**config.mk**
```make
export PLATFORM = sky130hd
export DESIGN_NAME = bytecode_instruction_decoder
export DESIGN_NICKNAME = d
export VERILOG_FILES = /design/src/bid_pkg.sv /design/src/bytecode_instruction_decoder.sv /design/src/bid_front.sv /design/src/bid_queue.sv /design/src/bid_back.sv
export SDC_FILE = /design/constraint.sdc
export NUM_CORES = 2
export LEC_CHECK = 0
export ABC_AREA = 1
export BUFFER_PORTS_ARGS = -buffer_cell sky130_fd_sc_hd__buf_2
export CAP_MARGIN = 20
export CORE_UTILIZATION = 34
export DETAILED_ROUTE_END_ITERATION = 10
export PLACE_DENSITY_LB_ADDON = 0.15
export SYNTH_ARGS = -nofsm -noshare
export SYNTH_HDL_FRONTEND = slang
export SYNTH_HIERARCHICAL = 1
export SYNTH_SLANG_ARGS = --single-unit
```
**constraint.sdc**
```tcl
create_clock -name clk -period 10.23 [get_ports clk]
set_clock_uncertainty 0.05 [all_clocks]
set_input_delay 0 -clock clk [delete_from_list [all_inputs] [get_ports clk]]
set_output_delay 0 -clock clk [all_outputs]
set_load 0.02 [all_outputs]
```
**src/bid_pkg.sv**
```systemverilog
// ----------------------------------------------------------------------------
// bid_pkg: shared types and constants of the bytecode instruction decoder
// Beat structs, opcode constants, opcode classification functions.
// ----------------------------------------------------------------------------
package bid_pkg;

  localparam int OFFSET_BITS = 32;

  localparam logic [7:0] OP_BIPUSH       = 8'h10;
  localparam logic [7:0] OP_SIPUSH       = 8'h11;
  localparam logic [7:0] OP_IINC         = 8'h84;
  localparam logic [7:0] OP_TABLESWITCH  = 8'haa;
  localparam logic [7:0] OP_LOOKUPSWITCH = 8'hab;
  localparam logic [7:0] OP_INVOKEIFACE  = 8'hb9;
  localparam logic [7:0] OP_INVOKEDYN    = 8'hba;
  localparam logic [7:0] OP_WIDE         = 8'hc4;
  localparam logic [7:0] OP_MULTIANEW    = 8'hc5;
  localparam logic [7:0] OP_IFNULL       = 8'hc6;
  localparam logic [7:0] OP_IFNONNULL    = 8'hc7;

  localparam logic [1:0] KIND_INSTR = 2'd0;
  localparam logic [1:0] KIND_ENTRY = 2'd1;
  localparam logic [1:0] KIND_ERROR = 2'd2;

  localparam logic [2:0] ERR_NONE      = 3'd0;
  localparam logic [2:0] ERR_UNKNOWN   = 3'd1;
  localparam logic [2:0] ERR_BAD_WIDE  = 3'd2;
  localparam logic [2:0] ERR_LOW_HIGH  = 3'd3;
  localparam logic [2:0] ERR_TRUNCATED = 3'd4;

  // opcode classes
  localparam logic [2:0] CLS_WIDE    = 3'd5;
  localparam logic [2:0] CLS_SWITCH  = 3'd6;
  localparam logic [2:0] CLS_UNKNOWN = 3'd7;

  localparam int QDEPTH = 4;
  localparam int QPTR_W = $clog2(QDEPTH);

  typedef struct packed {
    logic [7:0] code_byte;
    logic       first_byte;
    logic       final_byte;
  } in_beat_t;

  typedef struct packed {
    logic [1:0]  kind;
    logic [7:0]  opcode;
    logic [31:0] start_offset;
    logic [31:0] instr_length;
    logic [31:0] operand_a;
    logic [31:0] operand_b;
    logic [31:0] operand_c;
    logic        is_wide;
    logic [31:0] entry_index;
    logic [2:0]  error_code;
    logic        end_of_code;
  } out_beat_t;

  // classified byte passed from front to back
  typedef struct packed {
    logic [7:0]             code_byte;
    logic                   first_byte;
    logic                   final_byte;
    logic [OFFSET_BITS-1:0] offset;
    logic [2:0]             op_cls;
    logic                   wide_ok;
  } cls_beat_t;

  function automatic logic [2:0] op_class(input logic [7:0] op);
    logic [2:0] c;
    c = CLS_UNKNOWN;
    if (op <= 8'h0f || (op >= 8'h1a && op <= 8'h35) ||
        (op >= 8'h3b && op <= 8'h98 && op != OP_IINC) ||
        (op >= 8'hac && op <= 8'hb1) || op == 8'hbe || op == 8'hbf ||
        op == 8'hc2 || op == 8'hc3 || op == 8'hca)
      c = 3'd0;
    else if (op == OP_BIPUSH || op == 8'h12 || (op >= 8'h15 && op <= 8'h19) ||
             (op >= 8'h36 && op <= 8'h3a) || op == 8'hbc)
      c = 3'd1;
    else if (op == OP_SIPUSH || op == 8'h13 || op == 8'h14 || op == OP_IINC ||
             (op >= 8'h99 && op <= 8'ha8) || op == OP_IFNULL || op == OP_IFNONNULL ||
             (op >= 8'hb2 && op <= 8'hb8) || op == 8'hbb || op == 8'hbd ||
             op == 8'hc0 || op == 8'hc1)
      c = 3'd2;
    else if (op == OP_MULTIANEW)
      c = 3'd3;
    else if (op == OP_INVOKEIFACE || op == OP_INVOKEDYN || op == 8'hc8 || op == 8'hc9)
      c = 3'd4;
    else if (op == OP_WIDE)
      c = CLS_WIDE;
    else if (op == OP_TABLESWITCH || op == OP_LOOKUPSWITCH)
      c = CLS_SWITCH;
    return c;
  endfunction

  function automatic logic wide_target(input logic [7:0] op);
    return (op >= 8'h15 && op <= 8'h19) || (op >= 8'h36 && op <= 8'h3a);
  endfunction

endpackage

```
**src/bytecode_instruction_decoder.sv**
```systemverilog
// ----------------------------------------------------------------------------
// bytecode_instruction_decoder: streaming stack-machine code decoder
// Finds instruction boundaries in a byte stream and emits decoded results.
// ----------------------------------------------------------------------------
// One code byte is accepted per cycle; every byte passes the front classifier,
// a four-beat queue and the back parser; the byte is held in the queue and its
// result in the back parser's output register. The back parser retires one byte
// per cycle whenever its output register is free or being taken, giving a
// sustained rate of one byte per cycle; a stall on the result side fills the
// queue and then stalls input. Each byte yields at most one result beat.
module bytecode_instruction_decoder import bid_pkg::*; (
  input  logic      clk,
  input  logic      rst_n,
  input  logic      in_valid,
  output logic      in_stall,
  input  in_beat_t  in_data,
  output logic      out_valid,
  input  logic      out_stall,
  output out_beat_t out_data
);

  logic      push, q_full, pop, q_not_empty;
  cls_beat_t push_data, pop_data;

  bid_front u_front (
    .clk, .rst_n, .in_valid, .in_stall, .in_data,
    .push, .push_data, .q_full
  );

  bid_queue u_queue (
    .clk, .rst_n, .push, .push_data, .full(q_full),
    .pop, .pop_data, .not_empty(q_not_empty)
  );

  bid_back u_back (
    .clk, .rst_n, .q_not_empty, .q_data(pop_data), .pop,
    .out_valid, .out_stall, .out_data
  );

endmodule

```
**src/bid_front.sv**
```systemverilog
// ----------------------------------------------------------------------------
// bid_front: byte intake
// Tracks the code offset, classifies each byte as a possible opcode and
// pushes the classified beat into the queue.
// ----------------------------------------------------------------------------
module bid_front import bid_pkg::*; (
  input  logic      clk,
  input  logic      rst_n,
  input  logic      in_valid,
  output logic      in_stall,
  input  in_beat_t  in_data,
  output logic      push,
  output cls_beat_t push_data,
  input  logic      q_full
);

  logic [OFFSET_BITS-1:0] offset_r, offset_nxt, cur_off;

  assign in_stall = q_full;
  assign push     = in_valid && !q_full;
  assign cur_off  = in_data.first_byte ? '0 : offset_r;

  // offset restarts after the final byte
  always_comb begin
    offset_nxt = offset_r;
    if (push) offset_nxt = in_data.final_byte ? '0 : cur_off + 1'b1;
  end

  always_ff @(posedge clk) begin
    if (!rst_n) offset_r <= '0;
    else        offset_r <= offset_nxt;
  end

  always_comb begin
    push_data.code_byte  = in_data.code_byte;
    push_data.first_byte = in_data.first_byte;
    push_data.final_byte = in_data.final_byte;
    push_data.offset     = cur_off;
    push_data.op_cls     = op_class(in_data.code_byte);
    push_data.wide_ok    = wide_target(in_data.code_byte);
  end

endmodule

```
**src/bid_queue.sv**
```systemverilog
// ----------------------------------------------------------------------------
// bid_queue: classified beat queue
// Small fifo between the front and the back so each stalls on its own.
// ----------------------------------------------------------------------------
module bid_queue import bid_pkg::*; (
  input  logic      clk,
  input  logic      rst_n,
  input  logic      push,
  input  cls_beat_t push_data,
  output logic      full,
  input  logic      pop,
  output cls_beat_t pop_data,
  output logic      not_empty
);

  cls_beat_t           mem [QDEPTH];
  logic [QPTR_W-1:0]   wr_r, rd_r;
  logic [QPTR_W:0]     cnt_r, cnt_nxt;

  assign full      = cnt_r == (QPTR_W+1)'(QDEPTH);
  assign not_empty = cnt_r != '0;
  assign pop_data  = mem[rd_r];

  always_comb begin
    cnt_nxt = cnt_r;
    if (push && !pop) cnt_nxt = cnt_r + 1'b1;
    else if (!push && pop) cnt_nxt = cnt_r - 1'b1;
  end

  // storage
  always_ff @(posedge clk) begin
    if (push) mem[wr_r] <= push_data;
  end

  // pointers
  always_ff @(posedge clk) begin
    if (!rst_n) begin
      wr_r  <= '0;
      rd_r  <= '0;
      cnt_r <= '0;
    end else begin
      if (push) wr_r <= wr_r + 1'b1;
      if (pop)  rd_r <= rd_r + 1'b1;
      cnt_r <= cnt_nxt;
    end
  end

  a_no_overflow: assert property (@(posedge clk) disable iff (!rst_n)
    full |-> !push) else $error("queue overflow");
  a_no_underflow: assert property (@(posedge clk) disable iff (!rst_n)
    !not_empty |-> !pop) else $error("queue underflow");
  a_count: assert property (@(posedge clk) disable iff (!rst_n)
    cnt_r <= (QPTR_W+1)'(QDEPTH)) else $error("queue count out of range");

endmodule

```
**src/bid_back.sv**
```systemverilog
// ----------------------------------------------------------------------------
// bid_back: instruction parser
// Pops classified beats, walks operand, wide, pad, header and table phases
// and produces one result beat per finished instruction, entry or error.
// ----------------------------------------------------------------------------
module bid_back import bid_pkg::*; (
  input  logic      clk,
  input  logic      rst_n,
  input  logic      q_not_empty,
  input  cls_beat_t q_data,
  output logic      pop,
  output logic      out_valid,
  input  logic      out_stall,
  output out_beat_t out_data
);

  typedef enum logic [5:0] {
    PH_OPCODE   = 6'b000001,
    PH_OPERANDS = 6'b000010,
    PH_WIDE     = 6'b000100,
    PH_PAD      = 6'b001000,
    PH_HEADER   = 6'b010000,
    PH_ENTRY    = 6'b100000
  } phase_t;

  phase_t      phase_r, phase_nxt, phase_w;
  logic [31:0] start_r, start_nxt, start_w;
  logic [7:0]  opc_r, opc_nxt, opc_w;
  logic [2:0]  left_r, left_nxt;
  logic [31:0] shift_r, shift_nxt;
  logic [31:0] held0_r, held0_nxt, held1_r, held1_nxt, held2_r, held2_nxt;
  logic [32:0] ents_r, ents_nxt;
  logic [31:0] ecnt_r, ecnt_nxt;
  logic        wide_r, wide_nxt, wide_w;
  logic        skip_r, skip_nxt, skip_w;
  logic [1:0]  widx_r, widx_nxt;
  logic [31:0] key_r, key_nxt;
  logic [31:0] slen_r, slen_nxt;
  logic        ov_r, ov_nxt;
  out_beat_t   od_r, od_nxt;

  logic        can_take, emit;
  logic [31:0] off32, seen, v, a, b, lo, hi;
  logic [32:0] ents_calc;
  logic [35:0] tbl_bytes;
  logic [36:0] tot;

  assign can_take  = !ov_r || !out_stall;
  assign pop       = q_not_empty && can_take;
  assign out_valid = ov_r;
  assign out_data  = od_r;

  assign off32 = 32'(q_data.offset);
  assign v     = {shift_r[23:0], q_data.code_byte};

  always_comb begin
    // restart on first byte
    phase_w = q_data.first_byte ? PH_OPCODE : phase_r;
    skip_w  = q_data.first_byte ? 1'b0 : skip_r;
    wide_w  = q_data.first_byte ? 1'b0 : wide_r;
    start_w = start_r;
    opc_w   = opc_r;
    if (phase_w == PH_OPCODE) begin
      start_w = off32;
      opc_w   = q_data.code_byte;
      wide_w  = 1'b0;
    end else if (phase_w == PH_WIDE) begin
      opc_w   = q_data.code_byte;
      wide_w  = 1'b1;
    end
    seen = (off32 - start_w) + 32'd1;

    phase_nxt = phase_r;  start_nxt = start_r;  opc_nxt = opc_r;
    left_nxt = left_r;    shift_nxt = shift_r;
    held0_nxt = held0_r;  held1_nxt = held1_r;  held2_nxt = held2_r;
    ents_nxt = ents_r;    ecnt_nxt = ecnt_r;    wide_nxt = wide_r;
    skip_nxt = skip_r;    widx_nxt = widx_r;    key_nxt = key_r;
    slen_nxt = slen_r;
    emit = 1'b0;
    od_nxt = od_r;
    ov_nxt = ov_r && out_stall;
    a = '0;  b = '0;  lo = held1_r;  hi = held2_r;
    ents_calc = '0;  tbl_bytes = '0;  tot = '0;

    if (pop) begin
      phase_nxt = phase_w;  start_nxt = start_w;  opc_nxt = opc_w;
      wide_nxt = wide_w;    skip_nxt = skip_w;
      od_nxt = '0;
      od_nxt.opcode       = opc_w;
      od_nxt.start_offset = start_w;
      od_nxt.is_wide      = wide_w;
      if (q_data.first_byte) begin
        left_nxt = '0;
        shift_nxt = '0;
      end
      if (!skip_w) begin
        unique case (phase_w)
          PH_OPCODE: begin
            shift_nxt = '0;
            if (q_data.op_cls == CLS_UNKNOWN) begin
              emit = 1'b1;
              od_nxt.kind = KIND_ERROR; od_nxt.instr_length = seen;
              od_nxt.error_code = ERR_UNKNOWN; skip_nxt = 1'b1;
            end else if (q_data.op_cls == 3'd0) begin
              emit = 1'b1;
              od_nxt.instr_length = 32'd1;
            end else if (q_data.op_cls == CLS_WIDE) begin
              phase_nxt = PH_WIDE;
            end else if (q_data.op_cls == CLS_SWITCH) begin
              held0_nxt = '0; held1_nxt = '0; held2_nxt = '0;
              widx_nxt = '0;  left_nxt = 3'd4;
              phase_nxt = (off32[1:0] == 2'b11) ? PH_HEADER : PH_PAD;
            end else begin
              left_nxt = q_data.op_cls;
              phase_nxt = PH_OPERANDS;
            end
          end
          PH_OPERANDS: begin
            shift_nxt = v;
            left_nxt = left_r - 3'd1;
            if (left_r == 3'd1) begin
              phase_nxt = PH_OPCODE;
              emit = 1'b1;
              if (wide_w) begin
                if (opc_w == OP_IINC) begin
                  a = {16'd0, v[31:16]}; b = {{16{v[15]}}, v[15:0]};
                end else a = {16'd0, v[15:0]};
              end else if (opc_w == OP_BIPUSH) a = {{24{v[7]}}, v[7:0]};
              else if (opc_w == OP_SIPUSH || (opc_w >= 8'h99 && opc_w <= 8'ha8) ||
                       opc_w == OP_IFNULL || opc_w == OP_IFNONNULL)
                a = {{16{v[15]}}, v[15:0]};
              else if (opc_w == OP_IINC) begin
                a = {24'd0, v[15:8]}; b = {{24{v[7]}}, v[7:0]};
              end else if (opc_w == OP_INVOKEIFACE) begin
                a = {16'd0, v[31:16]}; b = {24'd0, v[15:8]};
              end else if (opc_w == OP_INVOKEDYN) a = {16'd0, v[31:16]};
              else if (opc_w == OP_MULTIANEW) begin
                a = {16'd0, v[23:8]}; b = {24'd0, v[7:0]};
              end else a = v;
              od_nxt.instr_length = seen;
              od_nxt.operand_a = a;
              od_nxt.operand_b = b;
            end
          end
          PH_WIDE: begin
            if (q_data.code_byte == OP_IINC) begin
              left_nxt = 3'd4; phase_nxt = PH_OPERANDS;
            end else if (q_data.wide_ok) begin
              left_nxt = 3'd2; phase_nxt = PH_OPERANDS;
            end else begin
              emit = 1'b1;
              od_nxt.kind = KIND_ERROR; od_nxt.instr_length = seen;
              od_nxt.error_code = ERR_BAD_WIDE; skip_nxt = 1'b1;
              phase_nxt = PH_OPCODE;
            end
          end
          PH_PAD: begin
            if (off32[1:0] == 2'b11) phase_nxt = PH_HEADER;
          end
          PH_HEADER: begin
            shift_nxt = v;
            left_nxt = left_r - 3'd1;
            if (left_r == 3'd1) begin
              shift_nxt = '0;
              left_nxt = 3'd4;
              widx_nxt = widx_r + 2'd1;
              case (widx_r)
                2'd0:    held0_nxt = v;
                2'd1:    held1_nxt = v;
                default: held2_nxt = v;
              endcase
              if (opc_w == OP_TABLESWITCH && widx_r == 2'd2) begin
                hi = v;
                if ((lo ^ 32'h8000_0000) > (hi ^ 32'h8000_0000)) begin
                  emit = 1'b1;
                  od_nxt.kind = KIND_ERROR; od_nxt.instr_length = seen;
                  od_nxt.error_code = ERR_LOW_HIGH; skip_nxt = 1'b1;
                  phase_nxt = PH_OPCODE;
                end else begin
                  ents_calc = {1'b0, hi - lo} + 33'd1;
                  tbl_bytes = {1'b0, ents_calc, 2'b00};
                  tot = {5'd0, seen} + {1'b0, tbl_bytes};
                  slen_nxt = (tot[36:32] != '0) ? 32'hFFFF_FFFF : tot[31:0];
                  ents_nxt = ents_calc; ecnt_nxt = '0; widx_nxt = '0;
                  phase_nxt = PH_ENTRY;
                  emit = 1'b1;
                  od_nxt.instr_length = slen_nxt;
                  od_nxt.operand_a = held0_r;
                  od_nxt.operand_b = lo;
                  od_nxt.operand_c = hi;
                end
              end else if (opc_w == OP_LOOKUPSWITCH && widx_r == 2'd1) begin
                ents_calc = {1'b0, v};
                tbl_bytes = {ents_calc, 3'b000};
                tot = {5'd0, seen} + {1'b0, tbl_bytes};
                slen_nxt = (tot[36:32] != '0) ? 32'hFFFF_FFFF : tot[31:0];
                ents_nxt = ents_calc; ecnt_nxt = '0; widx_nxt = '0;
                phase_nxt = (v == '0) ? PH_OPCODE : PH_ENTRY;
                emit = 1'b1;
                od_nxt.instr_length = slen_nxt;
                od_nxt.operand_a = held0_r;
                od_nxt.operand_b = v;
              end
            end
          end
          PH_ENTRY: begin
            shift_nxt = v;
            left_nxt = left_r - 3'd1;
            if (left_r == 3'd1) begin
              shift_nxt = '0;
              left_nxt = 3'd4;
              if (opc_w == OP_LOOKUPSWITCH && widx_r == 2'd0) begin
                key_nxt = v; widx_nxt = 2'd1;
              end else begin
                widx_nxt = '0;
                emit = 1'b1;
                od_nxt.kind = KIND_ENTRY;
                od_nxt.instr_length = slen_r;
                od_nxt.operand_a = held0_r;
                od_nxt.operand_b = (opc_w == OP_TABLESWITCH) ? held1_r + ecnt_r : key_r;
                od_nxt.operand_c = v;
                od_nxt.entry_index = ecnt_r;
                ecnt_nxt = ecnt_r + 32'd1;
                ents_nxt = ents_r - 33'd1;
                if (ents_r == 33'd1) phase_nxt = PH_OPCODE;
              end
            end
          end
          default: phase_nxt = PH_OPCODE;
        endcase
        // code ends mid-instruction
        if (q_data.final_byte && !skip_nxt && phase_nxt != PH_OPCODE) begin
          emit = 1'b1;
          od_nxt = '0;
          od_nxt.kind = KIND_ERROR;
          od_nxt.opcode = opc_w;
          od_nxt.start_offset = start_w;
          od_nxt.is_wide = wide_w;
          od_nxt.instr_length = seen;
          od_nxt.error_code = ERR_TRUNCATED;
          skip_nxt = 1'b1;
        end
      end
      od_nxt.end_of_code = q_data.final_byte;
      if (q_data.final_byte) begin
        phase_nxt = PH_OPCODE; skip_nxt = 1'b0; wide_nxt = 1'b0;
        left_nxt = '0; shift_nxt = '0;
      end
      ov_nxt = emit;
      if (!emit) od_nxt = od_r;
    end
  end

  // control state
  always_ff @(posedge clk) begin
    if (!rst_n) begin
      phase_r <= PH_OPCODE;
      skip_r  <= 1'b0;
      wide_r  <= 1'b0;
      left_r  <= '0;
      widx_r  <= '0;
      ents_r  <= '0;
      ecnt_r  <= '0;
      ov_r    <= 1'b0;
    end else begin
      phase_r <= phase_nxt;
      skip_r  <= skip_nxt;
      wide_r  <= wide_nxt;
      left_r  <= left_nxt;
      widx_r  <= widx_nxt;
      ents_r  <= ents_nxt;
      ecnt_r  <= ecnt_nxt;
      ov_r    <= ov_nxt;
    end
  end

  // payload state
  always_ff @(posedge clk) begin
    start_r <= start_nxt;
    opc_r   <= opc_nxt;
    shift_r <= shift_nxt;
    held0_r <= held0_nxt;
    held1_r <= held1_nxt;
    held2_r <= held2_nxt;
    key_r   <= key_nxt;
    slen_r  <= slen_nxt;
    od_r    <= od_nxt;
  end

  a_hold: assert property (@(posedge clk) disable iff (!rst_n)
    ov_r && out_stall |=> ov_r && $stable(od_r)) else $error("result lost under stall");
  a_entries: assert property (@(posedge clk) disable iff (!rst_n)
    phase_r == PH_ENTRY |-> ents_r != '0) else $error("entry phase with no entries");
  a_left: assert property (@(posedge clk) disable iff (!rst_n)
    (phase_r == PH_HEADER || phase_r == PH_ENTRY) |-> left_r != '0 && left_r <= 3'd4)
    else $error("field count out of range");
  a_err_code: assert property (@(posedge clk) disable iff (!rst_n)
    ov_r |-> ((od_r.kind == KIND_ERROR) == (od_r.error_code != ERR_NONE)))
    else $error("error kind and code disagree");

endmodule
```
Yosys cells after proc, flatten, opt, wreduce, memory -nomap -nowiden:

Memories as Yosys holds them, arrays and structs flattened. A register that Yosys moved wholly into a read port is not among the register bits.
Index checks and enable logic that the tools add are counted.

* magnitude comparators: 18
* mux-type cells: 180
* add/subtract/negate cells: 16
* bitwise gates (word level): 5
* equal/unequal tests: 66
* reductions and logical operators: 78

Operator list (number)
* 32-bit two-way mux: 48
* 128-bit two-way mux: 3
* 96-bit two-way mux: 4
* 32-bit one-hot mux with 2 select lines: 4
* 8-bit equality test, second input constant: 30
* 207-bit two-way mux: 1
* 205-bit two-way mux: 1
* 33-bit two-way mux: 6
* 64-bit one-hot mux with 3 select lines: 1
* 32-bit one-hot mux with 5 select lines: 1
* 6-bit two-way mux: 20
* 32-bit by 1-bit adder with 32-bit output, second input constant: 3
* 32-bit one-hot mux with 3 select lines: 1
* 32-bit by 35-bit adder with 36-bit output: 2
* 33-bit one-hot mux with 2 select lines: 1
* 32-bit subtractor: 2
* 3-bit two-way mux: 21
* 8-bit by 5-bit equality test with 1-bit output, second input constant: 7
* 2-bit two-way mux: 21
* 8-bit <= comparator, second input constant: 5
* 6-bit one-hot mux with 6 select lines: 1
* 1-bit two-way mux: 35
* 32-bit by 1-bit adder with 33-bit output, second input constant: 1
* 33-bit by 1-bit equality test with 1-bit output, second input constant: 1
* other kinds (54): 143

* logic and storage cells: 396
* memories kept: 1
* flip-flop bits (word level): 525
* bits in writable memories: 184

Memory list
* u_queue.mem: words 4, width 46, read ports 1, clocked after memory_dff 1, write ports 1, RTL line bid_queue.sv:16 `cls_beat_t mem [QDEPTH];`

Logic depth before layout (Yosys ltp):

* depth in word-level cells: 18
* gate-level depth with buffers: 51

By module:

The synthesis kept the hierarchy.

Modules (own cells, without submodules)
* bid_back: cells each 4399, sequential area each 13563.0 µm², instances 1, area an instance 33945.1 µm²
* bid_queue: cells each 504, sequential area each 5705.5 µm², instances 1, area an instance 7268.2 µm²
* bid_front: cells each 533, sequential area each 640.6 µm², instances 1, area an instance 2842.7 µm²

Least setup slack after synthesis:

No wires, ideal clock.

* path type: flip-flop to flip-flop
* from: register (tool-made name)
* to: register u_back.od_r, in the netlist u_back/out_data[0] (enable)
* stages on the path, launching flop included: 24
* path slack: 2221 ps
* setup time: 559 ps
* arrival time: 7400 ps
* data required time: 9621 ps
* path buffers: 3
* cells stage by stage: dfxtp_1 > buf_6 > inv_2 > buf_6 > buf_6 > nor2_1 > o22ai_1 > clkinv_1 > ha_1 > nand2_1 > nor2_1 > nand2_1 > nor2_1 > nand3_1 > nand2_1 > nor2_4 > inv_2 > o211ai_1 > a21oi_1 > o211a_1 > nand2_2 > o2111ai_1 > nand2_1 > inv_1

RTL lines
* end signal, assigned: RTL line bid_back.sv:287 `od_r <= od_nxt;`
* end, declared: RTL line bid_back.sv:40 `out_beat_t od_r, od_nxt;`

==> metrics.cfg <==
[cells_and_area]
drive_gt1_frac = 0.100
fin_cells = 7448
area_delta_synth_final_pct = 13.9
insertedDiodeCount = 0
final_cell_mix = 1172 x nand2_1, 639 x nor2_1, 583 x edfxtp_1
largest_reg_flops = 207
nets = 5894
final_util = 0.392
mostFrequentLayoutCell = nand2_1

[routing]
vias_per_cell = 5.34
drc = 0
drt_pass1_iterations = 6
drtAntennaViolNets = 0
vias = 39800
wl_per_cell_um = 22.3
wl_um = 166000
initialDrtViolationCount = 3595

[floorplan]
start_util = 0.344
io_pins = 223
floorplan.core_area_mm2 = 0.128
die_area_mm2 = 0.131
placementRows = 131
die_x_um = 362
die_y_um = 362

[critical_path]
regToRegEndpoint = u_back/out_data[154]
max_stage_delay_ns = 0.75
setup.worst_path.class = reg -> reg
crit_slowest_cell = inv_1
critPathMaxFanout = 22
path_common_cell = o21ai_0
crit_required_ns = 10.65
start_kind = flip-flop
cp.arrival_ns = 9.65
r2r_slack_ns = 1.00
worstRegToRegCells = 39
cp-end-kind = flip-flop

[logic_synthesis]
async_reset_ff_frac = 0
syn_nets = 5684
ys_seq_area_frac = 0.452
synth-edff-count = 583
synth_ff_type = edfxtp_1
synthCells = 5436
ys_seq_elements = 703
ys_warn_count = 6
syn-cell-area_mm2 = 0.0441
synth_top_cell_by_area = edfxtp_1
syn_area_per_cell_um2 = 8.10
synth.area.top_cells = edfxtp_1 40%, nand2_1 10%, ha_1 6.5%, nor2_1 5.5%, dfxtp_1 5.5%
synth_top_area_frac = 0.397
synth_cell_type_count = 69

[grt]
grt_max_degree = 99
gr-usage-all-layers = 0.248
overflow = 0
grt_pass1_wl_um = 245000
antenna_found_initial = 0
grt_pass1_vias = 38000

[timing]
drv_slew = 0
setup_viol = 0
totalNegativeSetupSlack_ns = 0
tightest_slew_ns = 1.14
holdWs_ns = 0.0552
post-route-period-util = 0.902
max_freq_mhz = 108
post-route-min-period_ns = 9.23
maxSlewHeadroom = 0.237
hold_violations = 0
rsz0062_at_grt = false

[place]
dp.cells = 7272
io_buffers = 222
gp_congestion = 0.969
dpl.hpwl_um = 122000

[min_path]
min_path_type = in -> reg
hold_end = u_queue/mem[0][36]
min_from = in_data[0]
min_path_cells = 2

[cts]
clockRootBuffer = clkbuf_16
cts.sinks = 703
cts_tree = done
clock_latency_ns = 0.76
cts_buffer_depth = 3
postCtsSetupRepairBufs = 0
cts_inserted_buffers = 86
clk_pin_slew_worst_paths_ns = 0.06
htreeDepth = 3

[outcome]
status = completed

[job]
max_cap_viol_count = 0

[cell usage after synthesis (all sizes together), types with 7 or more instances]
master,number
o31ai,10
xnor2,53
a221oi,21
nand4,67
o22ai,82
o211ai,36
a22oi,20
or2,40
nand3,250
o21a,15
o21ai,469
nand3b,10
clkbuf,133
nor4,29
nand2,1182
inv,529
a21oi,435
edfxtp,583
nor3b,7
o21bai,8
nor2,660
buf,76
o2111ai,18
nor3,123
a211oi,25
a31oi,31
xor2,96
dfxtp,120
a21boi,9
clkinv,26
ha,228
[layer usage]
metal	part of all wire	global-route usage	wire, um	up-vias
li1	-	-	-	19100
met1	0.43	0.321	71400	19100
met2	0.47	0.418	79000	1323
met3	0.061	0.0396	10100	277
met4	0.035	0.0887	5850	0
met5	0	0	0	-
[worst max-delay path: cells and delay by family, from the launching register on]
family / cells / cell delay (ns)
AO/OA/AOI/OAI: 17 / 3.05
XOR/XNOR: 2 / 0.59
adder cells (fa/ha/maj): 3 / 1.02
buffers and inverters: 6 / 1.63
flip-flops: 1 / 0.46
AND/OR/NAND/NOR: 11 / 2.17
[logic make-up (layout without fill, tap and decap cells)]
family | count (synthesis) | count (layout) | share of synthesized area
and+or+nand+nor | 2374 | 2374 | 0.226
AOI/OAI and AO/OA | 1212 | 1212 | 0.155
DFF | 703 | 703 | 0.452
adders and majority gates | 234 | 234 | 0.0675
xor gates and xnor gates | 149 | 149 | 0.0296
buffers and inverters | 764 | 1047 | 0.0700
[worst max-delay path by stage]
stage / depth (start not counted) / startpoint / end
after floorplan: 23 / flip-flop / u_back/out_data[0]
after global placement: 40 / flip-flop / u_back/out_data[154]
after detailed placement: 41 / flip-flop / u_back/out_data[154]
after CTS: 41 / flip-flop / u_back/out_data[154]
after global routing: 40 / flip-flop / u_back/out_data[152]
final: 39 / flip-flop / u_back/out_data[154]
[area by class of cell]
type,count,area (um2)
Clock buffer,109,2290
Clock inverter,52,564
Fill cell,13200,77800
Inverter,555,2090
Multi-Input combinational cell,3969,21100
Sequential cell,703,19900
Tap cell,1729,2160
Timing Repair Buffer,331,2000
[metrics by stage]
step           setup slack [ns]  area, um2
2_1_floorplan              2.22      44100
3_3_place_gp               1.19      47100
3_5_place_dp               1.03      47200
4_1_cts                    1.02      50200
5_1_grt                   0.212      50200
6_report                   1.00      50200
[repair_timing]
item / 4_1_cts / 5_1_grt
hold buffers: 14 / 0
endpoints found under the hold margin: 149 / 0
gates resized for setup: 0 / 0
Power is left out: the tool's default activity adds up to more than one toggle a clock period on the data nets, which glitch-free logic cannot reach.
